## config.mk

```make
export PLATFORM = sky130hd
export DESIGN_NAME = yuvcc_gain
export DESIGN_NICKNAME = d
export VERILOG_FILES = /design/src/sv/yuvcc_pkg.sv /design/src/sv/yuvcc_gain.sv
export SDC_FILE = /design/constraint.sdc
export NUM_CORES = 2
export LEC_CHECK = 0
export BUFFER_PORTS_ARGS = -buffer_cell sky130_fd_sc_hd__clkbuf_2
export CORE_ASPECT_RATIO = 0.6
export CORE_MARGIN = 2
export CORE_UTILIZATION = 25
export DETAILED_ROUTE_END_ITERATION = 10
export PLACE_DENSITY = 0.5
export SETUP_SLACK_MARGIN = 0.02
export SYNTH_ARGS = -nofsm -noshare
export SYNTH_HDL_FRONTEND = slang
export SYNTH_SLANG_ARGS = --single-unit
```

## constraint.sdc

```tcl
create_clock -name clk -period 8.2 [get_ports clk]
set_input_delay 0.82 -clock clk [delete_from_list [all_inputs] [get_ports clk]]
set_output_delay 0.82 -clock clk [all_outputs]
set_load 0.02 [all_outputs]
```

## src/sv/yuvcc_pkg.sv

```systemverilog
package yuvcc_pkg;

  localparam int CURVE_ENTRIES = 256;
  localparam int CURVE_AW      = $clog2(CURVE_ENTRIES);

  localparam logic        FUNC_PIXEL = 1'b0;
  localparam logic        FUNC_LOAD  = 1'b1;

  localparam logic [2:0]  CFG_MASTER_GAIN     = 3'd0;
  localparam logic [2:0]  CFG_SHADOW_GAIN     = 3'd1;
  localparam logic [2:0]  CFG_MIDTONE_GAIN    = 3'd2;
  localparam logic [2:0]  CFG_HIGHLIGHT_GAIN  = 3'd3;
  localparam logic [2:0]  CFG_SHADOW_LIMIT    = 3'd4;
  localparam logic [2:0]  CFG_HIGHLIGHT_LIMIT = 3'd5;

  localparam logic [15:0] GAIN_ONE        = 16'd4096;
  localparam logic [8:0]  SHADOW_LIM_RST  = 9'd64;
  localparam logic [7:0]  HILITE_LIM_RST  = 8'd191;

  localparam logic [23:0] W_R = 24'd19595;
  localparam logic [23:0] W_G = 24'd38470;
  localparam logic [23:0] W_B = 24'd7471;

  localparam logic signed [16:0] G_FROM_R = 17'sd33382;
  localparam logic signed [16:0] G_FROM_B = 17'sd12728;

  localparam logic [15:0] CURVE_MAX = 16'hFF00;

  localparam logic signed [57:0] DB_LIMIT = 58'sd14809538;
  localparam logic signed [57:0] DR_LIMIT = 58'sd11719137;

  localparam logic signed [26:0] BYTE_TOP = 27'sd16711680;

  typedef logic signed [24:0] diff_t;

  typedef struct packed {
    logic [15:0] master;
    logic [15:0] shadow;
    logic [15:0] midtone;
    logic [15:0] highlight;
    logic [8:0]  shadow_lim;
    logic [7:0]  highlight_lim;
  } gain_cfg_t;

  typedef struct packed {
    diff_t       db;
    diff_t       dr;
    logic [15:0] cv;
    logic        frame_end;
  } front_t;

  typedef struct packed {
    diff_t       db;
    diff_t       dr;
    logic [23:0] yn;
    logic        frame_end;
  } chroma_t;

  function automatic logic [7:0] to_byte(input logic signed [26:0] v);
    logic [7:0] res;
    if (v < 27'sd0) begin
      res = 8'd0;
    end else if (v > BYTE_TOP) begin
      res = 8'd255;
    end else begin
      res = v[23:16];
    end
    return res;
  endfunction

endpackage

```

## src/sv/yuvcc_gain.sv

```systemverilog
module yuvcc_gain #(
  parameter int GAIN_FRAC_BITS = 12
) (
  input  logic                 clk,
  input  logic                 rst_n,
  input  yuvcc_pkg::gain_cfg_t cfg,
  input  logic                 up_valid,
  output logic                 up_ready,
  input  yuvcc_pkg::front_t    up,
  output logic                 dn_valid,
  input  logic                 dn_ready,
  output yuvcc_pkg::chroma_t   dn
);
  import yuvcc_pkg::*;

  localparam int SHIFT = 2 * GAIN_FRAC_BITS;

  // stage A: zone gain product
  logic        va_r;
  logic [31:0] pa_r;
  diff_t       dba_r;
  diff_t       dra_r;
  logic [23:0] yna_r;
  logic        fea_r;
  // stage B: scaled differences
  logic                vb_r;
  logic signed [57:0]  pdb_r;
  logic signed [57:0]  pdr_r;
  logic [23:0]         ynb_r;
  logic                feb_r;
  // stage C: clamped differences
  logic        vc_r;
  diff_t       dbc_r;
  diff_t       drc_r;
  logic [23:0] ync_r;
  logic        fec_r;

  logic               adv_a;
  logic               adv_b;
  logic               adv_c;
  logic [7:0]         zcode;
  logic [15:0]        zone;
  logic signed [57:0] sdb;
  logic signed [57:0] sdr;
  logic signed [57:0] cdb;
  logic signed [57:0] cdr;

  assign adv_c    = !vc_r || dn_ready;
  assign adv_b    = !vb_r || adv_c;
  assign adv_a    = !va_r || adv_b;
  assign up_ready = adv_a;

  assign zcode = up.cv[15:8];

  always_comb begin
    if ({1'b0, zcode} < cfg.shadow_lim) begin
      zone = cfg.shadow;
    end else if (zcode > cfg.highlight_lim) begin
      zone = cfg.highlight;
    end else begin
      zone = cfg.midtone;
    end
  end

  assign sdb = pdb_r >>> SHIFT;
  assign sdr = pdr_r >>> SHIFT;

  always_comb begin
    if (sdb > DB_LIMIT) begin
      cdb = DB_LIMIT;
    end else if (sdb < -DB_LIMIT) begin
      cdb = -DB_LIMIT;
    end else begin
      cdb = sdb;
    end
    if (sdr > DR_LIMIT) begin
      cdr = DR_LIMIT;
    end else if (sdr < -DR_LIMIT) begin
      cdr = -DR_LIMIT;
    end else begin
      cdr = sdr;
    end
  end

  always_ff @(posedge clk) begin
    if (!rst_n) begin
      va_r <= 1'b0;
      vb_r <= 1'b0;
      vc_r <= 1'b0;
    end else begin
      if (adv_a) begin
        va_r <= up_valid;
      end
      if (adv_b) begin
        vb_r <= va_r;
      end
      if (adv_c) begin
        vc_r <= vb_r;
      end
    end
  end

  always_ff @(posedge clk) begin
    if (adv_a) begin
      pa_r  <= 32'(cfg.master) * 32'(zone);
      dba_r <= up.db;
      dra_r <= up.dr;
      yna_r <= {up.cv, 8'h00};
      fea_r <= up.frame_end;
    end
    if (adv_b) begin
      pdb_r <= 58'(dba_r) * 58'($signed({1'b0, pa_r}));
      pdr_r <= 58'(dra_r) * 58'($signed({1'b0, pa_r}));
      ynb_r <= yna_r;
      feb_r <= fea_r;
    end
    if (adv_c) begin
      dbc_r <= cdb[24:0];
      drc_r <= cdr[24:0];
      ync_r <= ynb_r;
      fec_r <= feb_r;
    end
  end

  assign dn_valid     = vc_r;
  assign dn.db        = dbc_r;
  assign dn.dr        = drc_r;
  assign dn.yn        = ync_r;
  assign dn.frame_end = fec_r;

  a_db_bounded: assert property (@(posedge clk) disable iff (!rst_n)
    vc_r |-> ($signed(dbc_r) <= 25'sd14809538 && $signed(dbc_r) >= -25'sd14809538))
    else $error("clamped blue difference out of range");

  a_stall_holds: assert property (@(posedge clk) disable iff (!rst_n)
    vc_r && !dn_ready |=> vc_r && $stable(dbc_r) && $stable(drc_r))
    else $error("stalled chroma stage lost its item");

endmodule

```

==> results by group <==
Setup path
  • Crit-path max FO: 14
  • Crit Path Class: flip-flop to flip-flop
  • Crit start category: flip-flop
  • Arr. time, crit path: 8.30 ns
  • Worst Path Required: 8.58 ns
  • CP endpoint kind: flip-flop

Routing
  • Total Wirelength: 215,000 µm
  • # DRC: 12
  • Wire per inst: 19.1 µm
  • Via density per instance: 4.49
  • DR vias: 50,500
  • Antenna violation net count after detailed routing: 0
  • Initial DRC Count: 3,785
  • Drt pass-1 iters: 9

Logic synthesis
  • Synth Instances: 7,309
  • Yosys reg bits: 254
  • EDFF count, synth: 251
  • Post-Syn Area: 69,100 µm²
  • Sequential element share of the synthesized area: 11.0%
  • Ys async rst share: 0%
  • Yosys top cell area share: 45.4%
  • Synth area leader: fa_1
  • Ys Warns: 0
  • Dominant cells by area after synthesis: fa_1, edfxtp_1, ha_1, inv_1, nand2_1
  • Syn_area_per_cell: 9.46 µm²
  • Count of cell types in the netlist: 72
  • Main synth FF type: edfxtp_1

Clock tree
  • CTS max path bufs: 3
  • Clk_lat worst skew: 0.67 ns
  • Total CTS buffers: 36
  • CTS tree: done
  • CTS root buf: clkbuf_16
  • CTS clk-pin slew, worst paths: 0.07 ns
  • CTS sink cnt: 254
  • H-tree depth: 2

Timing
  • Worst hold slack: 0.334 ns
  • Worst-Margin Slew: 1.21 ns
  • Worst slew margin: 19.2%
  • Final Setup Violations: 0
  • Final hold violations: 0
  • RSZ-0062 raised after global routing: false
  • FMAX: 126 MHz
  • Clk_skew: 0.0384 ns
  • Fin. max-slew vios: 0
  • Tcrit/Tclk final: 96.6%
  • Fin crit period: 7.92 ns

Die
  • Starting Density: 25.1%
  • Rows: 149
  • Core area: 275,000 µm²
  • IO Pins: 229
  • Die H: 411 µm
  • Total die area: 281,000 µm²
  • Die Wd: 683 µm

Global routing
  • Gr usage total: 15.8%
  • Largest net degree at the start of global routing: 74
  • Vias in the first global route: 54,700
  • Global route overflow: 0
  • First-pass GRT wire length: 340,000 µm
  • Initial antenna violation count: 16

Min path
  • Worst Hold Class: input port to flip-flop

Status
  • Outcome: finished with violations
  • Violated checks: design-rule violations

Cells and area
  • Layout Nets: 9,787
  • Fill cell count: 29,100
  • Area grow syn2layout: 12.6%
  • Share of cells above drive strength 1: 8.99%

Flow run
  • Max Cap Violations: 0

Placed design
  • Post-DP HPWL: 171,000 µm
  • Gpl congestion: 0.874
  • # port buffers: 220
## state kept, by name, summed over array words and instances (netlist names)
register	count
yna_r	16
fec_r	1
ync_r	16
vb_r	1
pdb_r	34
dba_r	25
pa_r	32
dbc_r	25
feb_r	1
drc_r	25
dn_valid	1
pdr_r	34
va_r	1
fea_r	1
dra_r	25
ynb_r	16
## metrics by stage
stage | worst slack (ns) | cells | instance area (µm²) | TNS [ns] | util (%)
floorplan | 0.0290 | 7316 | 69200 | 0 | -
global placement | -0.593 | 11100 | 76200 | -6.53 | 27.7
detailed placement | -0.621 | 11100 | 76200 | -6.83 | 27.7
CTS | 0.0739 | 11200 | 77400 | 0 | 28.1
global route | 0.0190 | 11200 | 77800 | 0 | 28.3
finish | 0.281 | 11200 | 77800 | 0 | 28.3
## layout by cell type, fill, tap and decap left out, types with 9 or more instances in the layout
cell type,count
nand2b_1,64
o21a_1,19
nor2b_1,18
nor3_1,34
and3_1,70
nand3_1,178
inv_1,1580
xor2_1,33
a211oi_1,13
o211ai_1,11
nor2_1,125
a211o_1,10
a21o_1,88
nand4_1,65
o21ai_0,73
nor3b_1,34
clkbuf_2,220
and2_1,560
or3_1,11
mux2i_1,15
buf_12,55
a21oi_1,145
o21bai_1,30
nand2_1,1106
a31oi_1,15
ha_1,565
edfxtp_1,251
xnor2_1,68
fa_1,1563
buf_4,295
clkinv_2,9
clkbuf_16,36
## cells in the mapped netlist, types with 4 or more instances
cell type / number
a2111oi_0: 7
inv_1: 1581
clkbuf_1: 372
or3_1: 11
a41oi_1: 5
and3_1: 73
a21oi_1: 150
nand2b_1: 64
a211oi_1: 13
nand3_2: 7
a311oi_1: 4
o21ai_1: 4
buf_1: 5
nor3_1: 36
o41ai_1: 4
a21boi_0: 5
xnor2_1: 68
and2_1: 559
ha_1: 565
a221o_1: 4
o211ai_1: 11
nand3_1: 181
o21bai_1: 30
xor2_1: 33
or4_1: 5
nor4_1: 8
buf_2: 26
nor2_1: 125
nand2_1: 1107
o21ai_0: 75
mux2i_1: 16
o21a_1: 20
a211o_1: 11
fa_1: 1566
buf_4: 17
o31ai_1: 8
a31oi_1: 16
nor3b_1: 38
nand4_1: 65
edfxtp_1: 251
a21o_1: 91
nor2b_1: 18
## final timing paths
kind                   from         to  slack (ns)  depth (start not counted)
hold / removal       up[30]  dra_r[13]        0.33                          1
hold reg to reg   yna_r[23]  ynb_r[23]        0.41                          0
setup reg to reg   dba_r[1]  pdb_r[57]        0.28                         22
setup / recovery   dba_r[1]  pdb_r[57]        0.28                         22
## worst max-delay path, stage by stage, from the launching register on
cell	delay (ns)
edfxtp_1	0.76
buf_4	0.36
and2_1	0.19
fa_1	0.44
fa_1	0.54
fa_1	0.54
inv_1	0.05
fa_1	0.51
fa_1	0.57
inv_1	0.05
fa_1	0.49
fa_1	0.44
ha_1	0.33
a21oi_1	0.23
o21bai_1	0.11
a31oi_1	0.33
buf_4	0.19
a21o_1	0.29
a41oi_1	0.21
buf_4	0.21
a22o_1	0.28
a221oi_1	0.34
xnor2_1	0.12
## per-layer routing
layer | GRT usage (%) | share of wire, %
met5 | 0 | 0.014
met2 | 21.9 | 39
met1 | 24.9 | 51
met4 | 2.73 | 1.6
met3 | 3.52 | 8.0
## cells by family (layout without fill, tap and decap cells)
logic type / Yosys count / count (layout) / synth area share, %
AOI/OAI and AO/OA: 491 / 491 / 4.64
xor gates and xnor gates: 101 / 101 / 1.28
adders and majority gates: 2131 / 2131 / 55.6
buffers and inverters: 2003 / 2217 / 11.0
DFF: 254 / 254 / 11.0
muxes: 16 / 16 / 0.232
other: 1 / 12 / 0.00543
and+or+nand+nor: 2312 / 2312 / 16.2
## area by class of cell
type,count,area (µm²),area share [%]
antenna,4,10.0,0.0129
tap,3699,4630,5.95
clock inverter,22,214,0.275
timing repair buffer,572,4440,5.70
clock buffer,42,943,1.21
sequential,254,7600,9.76
multi-input combinational,5059,54100,69.5
inverter,1581,5940,7.62
## repair_timing
action	CTS	global route
endpoints found under the setup margin	0	29
setup buffers	0	23
resized for setup	0	37
hold endpoints to repair	0	0
hold buffers	0	0
Power is not shown: default switching activity piles up to over one toggle a cycle in this logic, so the estimate is an artifact.
