### config.mk
export PLATFORM = sky130hd
export DESIGN_NAME = yuvcc_rebuild_flat
export DESIGN_NICKNAME = d
export VERILOG_FILES = /design/src/sv/yuvcc_pkg.sv /design/src/sv/yuvcc_if.sv /design/src/sv/yuvcc_rebuild.sv /design/src/flat_wrapper.sv
export SDC_FILE = /design/constraint.sdc
export NUM_CORES = 1
export LEC_CHECK = 0
export BUFFER_PORTS_ARGS = -buffer_cell sky130_fd_sc_hd__buf_4
export CORE_ASPECT_RATIO = 1.1
export CORE_MARGIN = 2
export CORE_UTILIZATION = 43
export CTS_CLUSTER_SIZE = 40
export DETAILED_ROUTE_END_ITERATION = 6
export GPL_ROUTABILITY_DRIVEN = 1
export SYNTH_ARGS = -nofsm -noshare
export SYNTH_HDL_FRONTEND = slang
export SYNTH_SLANG_ARGS = --single-unit
### constraint.sdc
create_clock -name clk -period 7.8 [get_ports clk]
set_input_delay 0.39 -clock clk [delete_from_list [all_inputs] [get_ports clk]]
set_output_delay 0.39 -clock clk [all_outputs]
set_load 0.05 [all_outputs]
### src/sv/yuvcc_pkg.sv
package yuvcc_pkg;

  localparam int CURVE_ENTRIES = 256;
  localparam int CURVE_AW      = $clog2(CURVE_ENTRIES);

  localparam logic        FUNC_PIXEL = 1'b0;
  localparam logic        FUNC_LOAD  = 1'b1;

  localparam logic [2:0]  CFG_MASTER_GAIN     = 3'd0;
  localparam logic [2:0]  CFG_SHADOW_GAIN     = 3'd1;
  localparam logic [2:0]  CFG_MIDTONE_GAIN    = 3'd2;
  localparam logic [2:0]  CFG_HIGHLIGHT_GAIN  = 3'd3;
  localparam logic [2:0]  CFG_SHADOW_LIMIT    = 3'd4;
  localparam logic [2:0]  CFG_HIGHLIGHT_LIMIT = 3'd5;

  localparam logic [15:0] GAIN_ONE        = 16'd4096;
  localparam logic [8:0]  SHADOW_LIM_RST  = 9'd64;
  localparam logic [7:0]  HILITE_LIM_RST  = 8'd191;

  localparam logic [23:0] W_R = 24'd19595;
  localparam logic [23:0] W_G = 24'd38470;
  localparam logic [23:0] W_B = 24'd7471;

  localparam logic signed [16:0] G_FROM_R = 17'sd33382;
  localparam logic signed [16:0] G_FROM_B = 17'sd12728;

  localparam logic [15:0] CURVE_MAX = 16'hFF00;

  localparam logic signed [57:0] DB_LIMIT = 58'sd14809538;
  localparam logic signed [57:0] DR_LIMIT = 58'sd11719137;

  localparam logic signed [26:0] BYTE_TOP = 27'sd16711680;

  typedef logic signed [24:0] diff_t;

  typedef struct packed {
    logic [15:0] master;
    logic [15:0] shadow;
    logic [15:0] midtone;
    logic [15:0] highlight;
    logic [8:0]  shadow_lim;
    logic [7:0]  highlight_lim;
  } gain_cfg_t;

  typedef struct packed {
    diff_t       db;
    diff_t       dr;
    logic [15:0] cv;
    logic        frame_end;
  } front_t;

  typedef struct packed {
    diff_t       db;
    diff_t       dr;
    logic [23:0] yn;
    logic        frame_end;
  } chroma_t;

  function automatic logic [7:0] to_byte(input logic signed [26:0] v);
    logic [7:0] res;
    if (v < 27'sd0) begin
      res = 8'd0;
    end else if (v > BYTE_TOP) begin
      res = 8'd255;
    end else begin
      res = v[23:16];
    end
    return res;
  endfunction

endpackage

### src/sv/yuvcc_if.sv


interface yuvcc_out_if;
  logic       valid;
  logic       ready;
  logic [7:0] red_out;
  logic [7:0] green_out;
  logic [7:0] blue_out;
  logic       frame_end_out;

  modport source (output valid, red_out, green_out, blue_out, frame_end_out,
                  input ready);
  modport sink   (input valid, red_out, green_out, blue_out, frame_end_out,
                  output ready);
endinterface

### src/sv/yuvcc_rebuild.sv
module yuvcc_rebuild (
  input  logic               clk,
  input  logic               rst_n,
  input  logic               up_valid,
  output logic               up_ready,
  input  yuvcc_pkg::chroma_t up,
  yuvcc_out_if.source        out_chan
);
  import yuvcc_pkg::*;

  logic               vd_r;
  logic signed [41:0] gr_r;
  logic signed [41:0] gb_r;
  logic [7:0]         rd_r;
  logic [7:0]         bd_r;
  logic [23:0]        ynd_r;
  logic               fed_r;

  logic               ve_r;
  logic [7:0]         re_r;
  logic [7:0]         ge_r;
  logic [7:0]         be_r;
  logic               fee_r;

  logic               adv_d;
  logic               adv_e;
  logic signed [26:0] rp;
  logic signed [26:0] bp;
  logic signed [42:0] gsum;
  logic signed [42:0] gsh;
  logic signed [26:0] gp;

  assign adv_e    = !ve_r || out_chan.ready;
  assign adv_d    = !vd_r || adv_e;
  assign up_ready = adv_d;

  assign rp   = $signed({3'b000, up.yn}) + 27'(up.dr);
  assign bp   = $signed({3'b000, up.yn}) + 27'(up.db);
  assign gsum = 43'(gr_r) + 43'(gb_r);
  assign gsh  = gsum >>> 16;
  assign gp   = $signed({3'b000, ynd_r}) - gsh[26:0];

  always_ff @(posedge clk) begin
    if (!rst_n) begin
      vd_r <= 1'b0;
      ve_r <= 1'b0;
    end else begin
      if (adv_d) begin
        vd_r <= up_valid;
      end
      if (adv_e) begin
        ve_r <= vd_r;
      end
    end
  end

  always_ff @(posedge clk) begin
    if (adv_d) begin
      gr_r  <= 42'(G_FROM_R) * 42'(up.dr);
      gb_r  <= 42'(G_FROM_B) * 42'(up.db);
      rd_r  <= to_byte(rp);
      bd_r  <= to_byte(bp);
      ynd_r <= up.yn;
      fed_r <= up.frame_end;
    end
    if (adv_e) begin
      re_r  <= rd_r;
      ge_r  <= to_byte(gp);
      be_r  <= bd_r;
      fee_r <= fed_r;
    end
  end

  assign out_chan.valid         = ve_r;
  assign out_chan.red_out       = re_r;
  assign out_chan.green_out     = ge_r;
  assign out_chan.blue_out      = be_r;
  assign out_chan.frame_end_out = fee_r;

endmodule
### src/flat_wrapper.sv
// flat-port wrapper written by rule: the top's interface ports become plain ports
module yuvcc_rebuild_flat import yuvcc_pkg::*;
  (clk, rst_n, up_valid, up_ready, up, out_chan_valid, out_chan_red_out, out_chan_green_out, out_chan_blue_out, out_chan_frame_end_out, out_chan_ready);
  yuvcc_out_if out_chan_i ();
  input  logic clk;
  input  logic rst_n;
  input  logic up_valid;
  output logic up_ready;
  input  yuvcc_pkg::chroma_t up;
  output wire logic [$bits(out_chan_i.valid)-1:0] out_chan_valid;
  output wire logic [$bits(out_chan_i.red_out)-1:0] out_chan_red_out;
  output wire logic [$bits(out_chan_i.green_out)-1:0] out_chan_green_out;
  output wire logic [$bits(out_chan_i.blue_out)-1:0] out_chan_blue_out;
  output wire logic [$bits(out_chan_i.frame_end_out)-1:0] out_chan_frame_end_out;
  input wire logic [$bits(out_chan_i.ready)-1:0] out_chan_ready;
  assign out_chan_valid = out_chan_i.valid;
  assign out_chan_red_out = out_chan_i.red_out;
  assign out_chan_green_out = out_chan_i.green_out;
  assign out_chan_blue_out = out_chan_i.blue_out;
  assign out_chan_frame_end_out = out_chan_i.frame_end_out;
  assign out_chan_i.ready = out_chan_ready;
  yuvcc_rebuild u_core (.clk(clk), .rst_n(rst_n), .up_valid(up_valid), .up_ready(up_ready), .up(up), .out_chan(out_chan_i));
endmodule
==> results of run 1 <==
[state kept, by name, indices dropped and copies added, names as in the netlist]
| name | flops |
|---|---|
| u_core.out_chan.red_out | 8 |
| u_core.bd_r | 8 |
| u_core.ynd_r | 24 |
| u_core.vd_r | 1 |
| u_core.fed_r | 1 |
| u_core.out_chan.green_out | 8 |
| u_core.rd_r | 8 |
| u_core.out_chan.valid | 1 |
| u_core.gr_r | 39 |
| u_core.out_chan.frame_end_out | 1 |
| u_core.out_chan.blue_out | 8 |
| u_core.gb_r | 37 |
[cell families (layout without fill, tap and decap cells)]
| kind of cell | Yosys count | after routing | synth area share [%] |
|---|---|---|---|
| adders and majority gates | 583 | 583 | 44.3 |
| buffers and inverters | 424 | 556 | 7.97 |
| AOI/OAI and AO/OA | 388 | 388 | 13.0 |
| and+or+nand+nor | 281 | 281 | 7.01 |
| DFF | 144 | 144 | 21.5 |
| xor gates and xnor gates | 129 | 129 | 5.65 |
| muxes | 10 | 10 | 0.507 |
[worst min-delay path by stage]
stage,startpoint,end,slack [ns]
5_1_grt,up[0],u_core.fed_r,0.10
2_1_floorplan,u_core.bd_r[0],u_core.out_chan.blue_out[0],0.40
3_5_place_dp,u_core.fed_r,u_core.out_chan.frame_end_out,0.41
3_3_place_gp,u_core.rd_r[2],u_core.out_chan.red_out[2],0.40
6_report,up[0],u_core.fed_r,0.13
4_1_cts,up[0],u_core.fed_r,0.10
[report_power, final]
group	switching (W)	total, W	leakage, nW	internal, W
logic	0.00439	0.00776	9.34	0.00338
registers	0.000123	0.00159	1.51	0.00147
clock network	0.000359	0.000847	0.303	0.000488
[per-layer routing]
metal  GRT usage (%)  up-vias  share of wire, %
met1            26.1     6871                44
li1                -     6904                 -
met2            35.3      243                49
met5               0        -                 0
met4            6.49        0               3.2
met3            2.80       75               3.6
[layout make-up]
| type | instances | share of cell area [%] |
|---|---|---|
| tap | 588 | 3.33 |
| inverter | 418 | 7.10 |
| multi-input combinational | 1391 | 63.7 |
| timing repair buffer | 106 | 3.60 |
| clock inverter | 15 | 0.843 |
| sequential | 144 | 19.5 |
| clock buffer | 17 | 1.92 |
[Yosys cell counts, drive strengths merged (3+ instances only)]
cell and count:
nand3 19, or2 9, nand4 15, o21ai 53
a22oi 8, a41oi 6, or3 7, a2111oi 6
and3 18, o21bai 22, edfxtp 142, ha 376
xor2 45, nor4 4, o221ai 3, nor2 71
a31o 8, a31oi 8, a21boi 5, and4 3
a21o 64, a221oi 5, a211o 7, nand2 66
o41ai 3, a221o 3, inv 418, o31ai 5
and2 8, fa 207, mux2i 9, nor2b 18
o21a 35, nand3b 3, clkbuf 4, a21oi 114
nor3 18, nand2b 16, o211ai 7, a211oi 12
xnor2 84
[stage by stage]
step                      hold slack, ns  std cells  instance area, sq um
final                              0.126       2679                 22100
after floorplan                    0.400       1959                 20000
after detailed placement           0.407       2647                 21500
after CTS                          0.104       2679                 22100
after global placement             0.403       2647                 21500
after global routing               0.103       2679                 22100
[worst max-delay path: cells and delay by family]
family / cells / cell delay [ns]
compound gates: 10 / 2.49
xor+xnor: 1 / 0.08
fa+ha+maj: 7 / 2.82
buf+inv: 5 / 0.37
==> impl_results.md, run 1 <==
* Status: completed
* Commonest non-fill, non-tap cell in the layout: inv_1
* Number of synthesized flops with an enable pin at between 100 and 150
* Ys flop type: edfxtp_1
* Worst-Margin Slew at between 0.9 and 1 ns
* First-pass GRT wire length at 76700 um
* Total Power at around 0.010 W
* Row cnt at 82
* Vias per std cell at 5.26
* Area grow syn2layout at 10.6%
* Final count of negative-setup-slack endpoints at 0
* Max incr delay on CP at between 0.5 and 0.6 ns
* Post-synthesis cell count at just under 2000
* WHS Path Cells at 1
* Crit path to: u_core.gr_r[40]
* Hold Crit Class: primary input to register
* Die extent in x at ~210 um
* Distinct cells, synth at 72
* Max-slew violation count at 0
* Top Ports at about 110
* Vias in the first global route at around 15000
* Vias at about 14000
* Wirelength per Cell at about 17 um
* CP Data Required Time at 7.99 ns
* Crit path cell chain: buf_4 -> ha_1 -> inv_1 -> fa_1 -> inv_1 -> ha_1 -> inv_1 -> fa_1 -> fa_1 -> inv_1 -> fa_1 -> ha_1 -> a21oi_1 -> o21ai_0 -> a221o_1 -> a31o_2 -> o21ai_0 -> a211o_1 -> a31oi_1 -> o41ai_1 -> o2111ai_1 -> a21oi_1 -> xnor2_1
* Clock Latency Late Sink at about 0.44 ns
* Sequential share of the synthesized area at 21.5%
* GRT Util Overall at 20.3%
* YS warnings at 0
* Hpwl dp at 39100 um
* Setup repair bufs after CTS at 0
* Port buffer count at 105
* Final Hold Viols at 0
* CTS tree: done
* Worst setup margin at ~1.8 ns
* TritonCTS buffer count at 17
* Crit-path slowest cell: o41ai_1
* WL final at about 46000 um
* Critical path launch point type: primary input
* Post-Syn Nets at 2621
* Core Util, Final at between 40% and 50%
* Initial antenna violation count at 0
* Max_cap viols at 0
* Max VDD drop at approximately 300 uV
* R2R depth at 22
* Antenna cells at 0
* Die height at around 230 um
* Yosys reg bits at between 100 and 150
* Synth area leader: ha_1
* Largest net degree at the start of global routing at between 60 and 70
* Initial DRC Count at 572
* R2r setup slk at around 1.8 ns
* Placer Congestion at between 0.8 and 0.9
* Pleak at approximately 11 nW
* CTS Buffer Depth at 2
* H-tree depth at 4
* End of the worst register-to-register path: u_core.out_chan.green_out[6]
* Slew headroom at ~36%
* Crit. Startpoint: up[35]
* Pre-Repair DR Iteration Count at 5
* RR Startpoint: u_core.gb_r[10]
* Crit share post-route at 76.5%
* Post-route DRC violation count at 0
* Effective utilization at floorplan at a little over two fifths
* Share of cells above drive strength 1 at slightly below 8%
* Netlist Area Pre-Place at about 20000 sq um
* Final #Nets at 2740
* Full die area at 48200 sq um
* Post-cts sizing count at 0
* Unrepaired setup endpoints after global routing: no
* Most frequent cells in the layout: 417 x inv_1, 376 x ha_1, 207 x fa_1
* Crit end category: register
* Core Area at about 46000 sq um
* Share of the synthesized area in the top cell type at a little under a quarter
* DP Worst Slack at 1.40 ns
* Routed Antenna Nets at 0
* Crit path arrival time at ~6 ns
* Synth async-reset ratio at 0%
* Syn Area/Cell at approximately 10 sq um
* Fin Setup TNS at 0 ns
* Final clock skew at roughly 0.0082 ns
* P per Cell Area at 461 nW/um^2
* Critical path fanouts, max at 7
* Register area at 4300 sq um
* Max Clk Rate at between 150 and 200 MHz
* Grt ovf at 0
* Dominant cells by area after synthesis: ha_1 24%, edfxtp_1 21%, fa_1 21%, inv_1 7.8%, xnor2_1 3.7%
* Clk sinks at 144
* Setup CP Type: primary input to register
* Cts hold-fix bufs at 0
* Clk pin slew, worst setup/hold paths at around 0.070 ns
* # fillers at between 4000 and 5000
* Multi-input gate area at 14100 sq um
* CTS Root Cell: clkbuf_16
* Post-layout minimum cycle time at ~6 ns
Note: power is estimated with default switching activity, not from simulation.
==> inputs of run 2 (changes only) <==
==> constraint.sdc (replaced) <==
create_clock -name clk -period 5.8 [get_ports clk]
set_input_delay 0.29 -clock clk [delete_from_list [all_inputs] [get_ports clk]]
set_output_delay 0.29 -clock clk [all_outputs]
set_load 0.05 [all_outputs]
==> run 2 against run 1 <==
Compared with the run above:
- final cell count grew 2.5%
- critical path depth stayed put
- design area is 2.6% higher
- largest cell class unchanged
- highest routed layer is now met5
- worst setup slack lost 1.6 ns
- first-iteration DRC count down 3.1%
==> impl_results.md, run 2 (synthesis results as in run 1) <==
* Initial DRC Count at 554 (-3.1%)
* Core Area at 45800 sq um (unchanged)
* Most frequent cells in the layout: 417 x inv_1, 376 x ha_1, 207 x fa_1
* Crit-path slowest cell: fa_1
* Seq pwr share at 15.1% (-0.5 points)
* Final clock skew at 0.0104 ns (+0.00222 ns)
* Hold Crit Class: primary input to register
* Max incr delay on CP at 0.55 ns (-0.03 ns)
* Max VDD drop at 365 uV (+24%)
* Max-slew violation count at 0 (unchanged)
* Clk pin slew, worst setup/hold paths at 0.07 ns (about the same)
* Switching Share at 46.7% (-0.98 points)
* Largest net degree at the start of global routing at 66 (+8.2%)
* Max FFs per register at 39 (unchanged)
* Wire length on met1 at 20700 um (+2.0%)
* TritonCTS buffer count at 17 (unchanged)
* Clk sinks at 144 (unchanged)
* Max Clk Rate at between 150 and 200 MHz
* Vias at 14300 (+1.4%)
* Clock Latency Late Sink at 0.44 ns (about the same)
* # fillers at 4243 (-1.1%)
* Pre-Repair DR Iteration Count at 5 (unchanged)
* Setup CP Type: primary input to register
* Antenna cells at 0 (unchanged)
* Final #Nets at 2808 (+2.5%)
* P per Cell Area at 630 nW/um^2 (+37%)
* Critical path launch point type: primary input
* Wirelength per Cell at 16.8 um (-2.8%)
* Commonest non-fill, non-tap cell in the layout: inv_1
* Routed Antenna Nets at 0 (unchanged)
* Max layer used: met5
* Slew headroom at 35.9% (+0.18 points)
* Total Power at 0.0143 W (+40%)
* DP Worst Slack at -0.369 ns (-1.77 ns)
* Pint at 0.00761 W (+43%)
* Hpwl dp at 39300 um (+0.33%)
* Initial antenna violation count at 1 (+1)
* Metal3 WL at 1470 um (-13%)
* Met2 routed WL at 23100 um (+1.3%)
* Crit end category: register
* CTS Root Cell: clkbuf_16
* Die extent in x at 210 um (unchanged)
* Net Sw Power at 0.00668 W (+37%)
* Final count of negative-setup-slack endpoints at 0 (unchanged)
* Port buffer count at 105 (unchanged)
* Largest Register: u_core.gr_r
* Crit path cell chain: buf_4 -> ha_1 -> inv_1 -> fa_1 -> inv_1 -> ha_1 -> inv_1 -> fa_1 -> fa_1 -> inv_1 -> fa_1 -> ha_1 -> a21o_1 -> a21o_1 -> a21o_1 -> a31oi_1 -> o21ai_0 -> o21ai_1 -> a31oi_1 -> a41oi_2 -> o211ai_1 -> or4_1 -> and3_1
* Logic pwr share at 76.9% (+0.8 points)
* First-pass GRT wire length at 76800 um (+0.17%)
* Crit share post-route at between 90% and 100%
* Full die area at 48200 sq um (unchanged)
* WL final at 46200 um (-0.32%)
* Effective utilization at floorplan at 43.7% (unchanged)
* Core Util, Final at 49.6% (+1.2 points)
* CTS Buffer Depth at 2 (unchanged)
* Share of cells above drive strength 1 at 11.1% (+3.2 points)
* Vias in the first global route at 15100 (+1.6%)
* Crit path arrival time at 5.80 ns (-0.36 ns)
* Area grow syn2layout at 13.5%
* Placer Congestion at 0.847 (-1.5%)
* Grt ovf at 0 (unchanged)
* GRT Util Overall at 20.2% (-0.12 points)
* Fin Hold WS at 0.0672 ns (-0.0589 ns)
* CP Data Required Time at 5.99 ns (-2.00 ns)
* Vias per std cell at 5.20 (-1.1%)
* Pleak at 11.5 nW (+2.9%)
* H-tree depth at 4 (unchanged)
* Setup repair bufs after CTS at 0 (unchanged)
* Die height at 230 um (unchanged)
* Worst-Margin Slew at 0.961 ns (-0.00263 ns)
* Post-route DRC violation count at 0 (unchanged)
* Fin Setup TNS at 0 ns (unchanged)
* Register area at 4300 sq um (unchanged)
* Critical path fanouts, max at 4 (-3)
* Post-layout minimum cycle time at ~5.6 ns
* Largest regs: u_core.gr_r: 39 flops, u_core.gb_r: 37 flops, u_core.ynd_r: 24 flops
* Status: completed
* Worst setup margin at 0.193 ns (-1.64 ns)
* CTS tree: done
* Row cnt at 82 (unchanged)
* Max_cap viols at 0 (unchanged)
* Multi-input gate area at 14200 sq um (+0.40%)
* Top Ports at 106 (unchanged)
* Clk network pwr share at 8.0% (-0.3 points)
* Final Hold Viols at 0 (unchanged)
-- run 2: repair_timing --
| item | CTS | global route |
|---|---|---|
| gates cloned | 0 | 0 |
| gates resized for setup | 1 | 12 |
| setup endpoints to repair | 8 | 12 |
| endpoints found under the hold margin | 0 | 1 |
| hold buffers | 0 | 1 |
| pin swaps | 0 | 1 |
-- run 2: power groups by stage --
| stage | Sequential [W] | Combinational, W | Clock [W] |
|---|---|---|---|
| after detailed placement | 0.00217 | 0.0109 | 0 |
| after global routing | 0.00218 | 0.0125 | 0.00120 |
| final | 0.00215 | 0.0110 | 0.00115 |
| after CTS | 0.00216 | 0.0110 | 0.00117 |
| after global placement | 0.00218 | 0.0107 | 0 |
| after floorplan | 0.00225 | 0.00804 | 0 |
-- run 2: metrics by stage --
step                cells  cell area (sq um)
floorplan            1959              20000
global placement     2714              22000
detailed placement   2714              22000
CTS                  2746              22600
global route         2747              22700
finish               2747              22700
-- run 2: per-layer routing --
layer	vias to the layer above	track usage, %
met4	2	4.21
met5	-	0
li1	7058	-
met1	6996	26.0
met2	198	35.9
met3	42	3.13
-- run 2: final cells by class --
class / instances / area share, %
multi-input combinational: 1391 / 62.4
sequential: 144 / 19.0
inverter: 418 / 6.92
timing repair buffer: 174 / 5.77
tap: 588 / 3.24
clock buffer: 18 / 1.89
clock inverter: 14 / 0.783
-- run 2: worst paths after layout --
kind	start	endpoint	slack, ns	depth (start not counted)
worst max-delay path	up[36]	u_core.gr_r[41]	0.19	23
worst min-delay path	up[1]	u_core.ynd_r[0]	0.07	1
worst max register to register	u_core.gb_r[10]	u_core.out_chan.green_out[1]	0.37	23
worst min register to register	u_core.bd_r[7]	u_core.out_chan.blue_out[7]	0.42	0
-- run 2: worst max-delay path, delay by kind of cell --
| kind | cells | cell delay [ns] |
|---|---|---|
| buf+inv | 5 | 0.35 |
| fa+ha+maj | 7 | 2.85 |
| compound gates | 9 | 1.73 |
| simple gates | 2 | 0.58 |
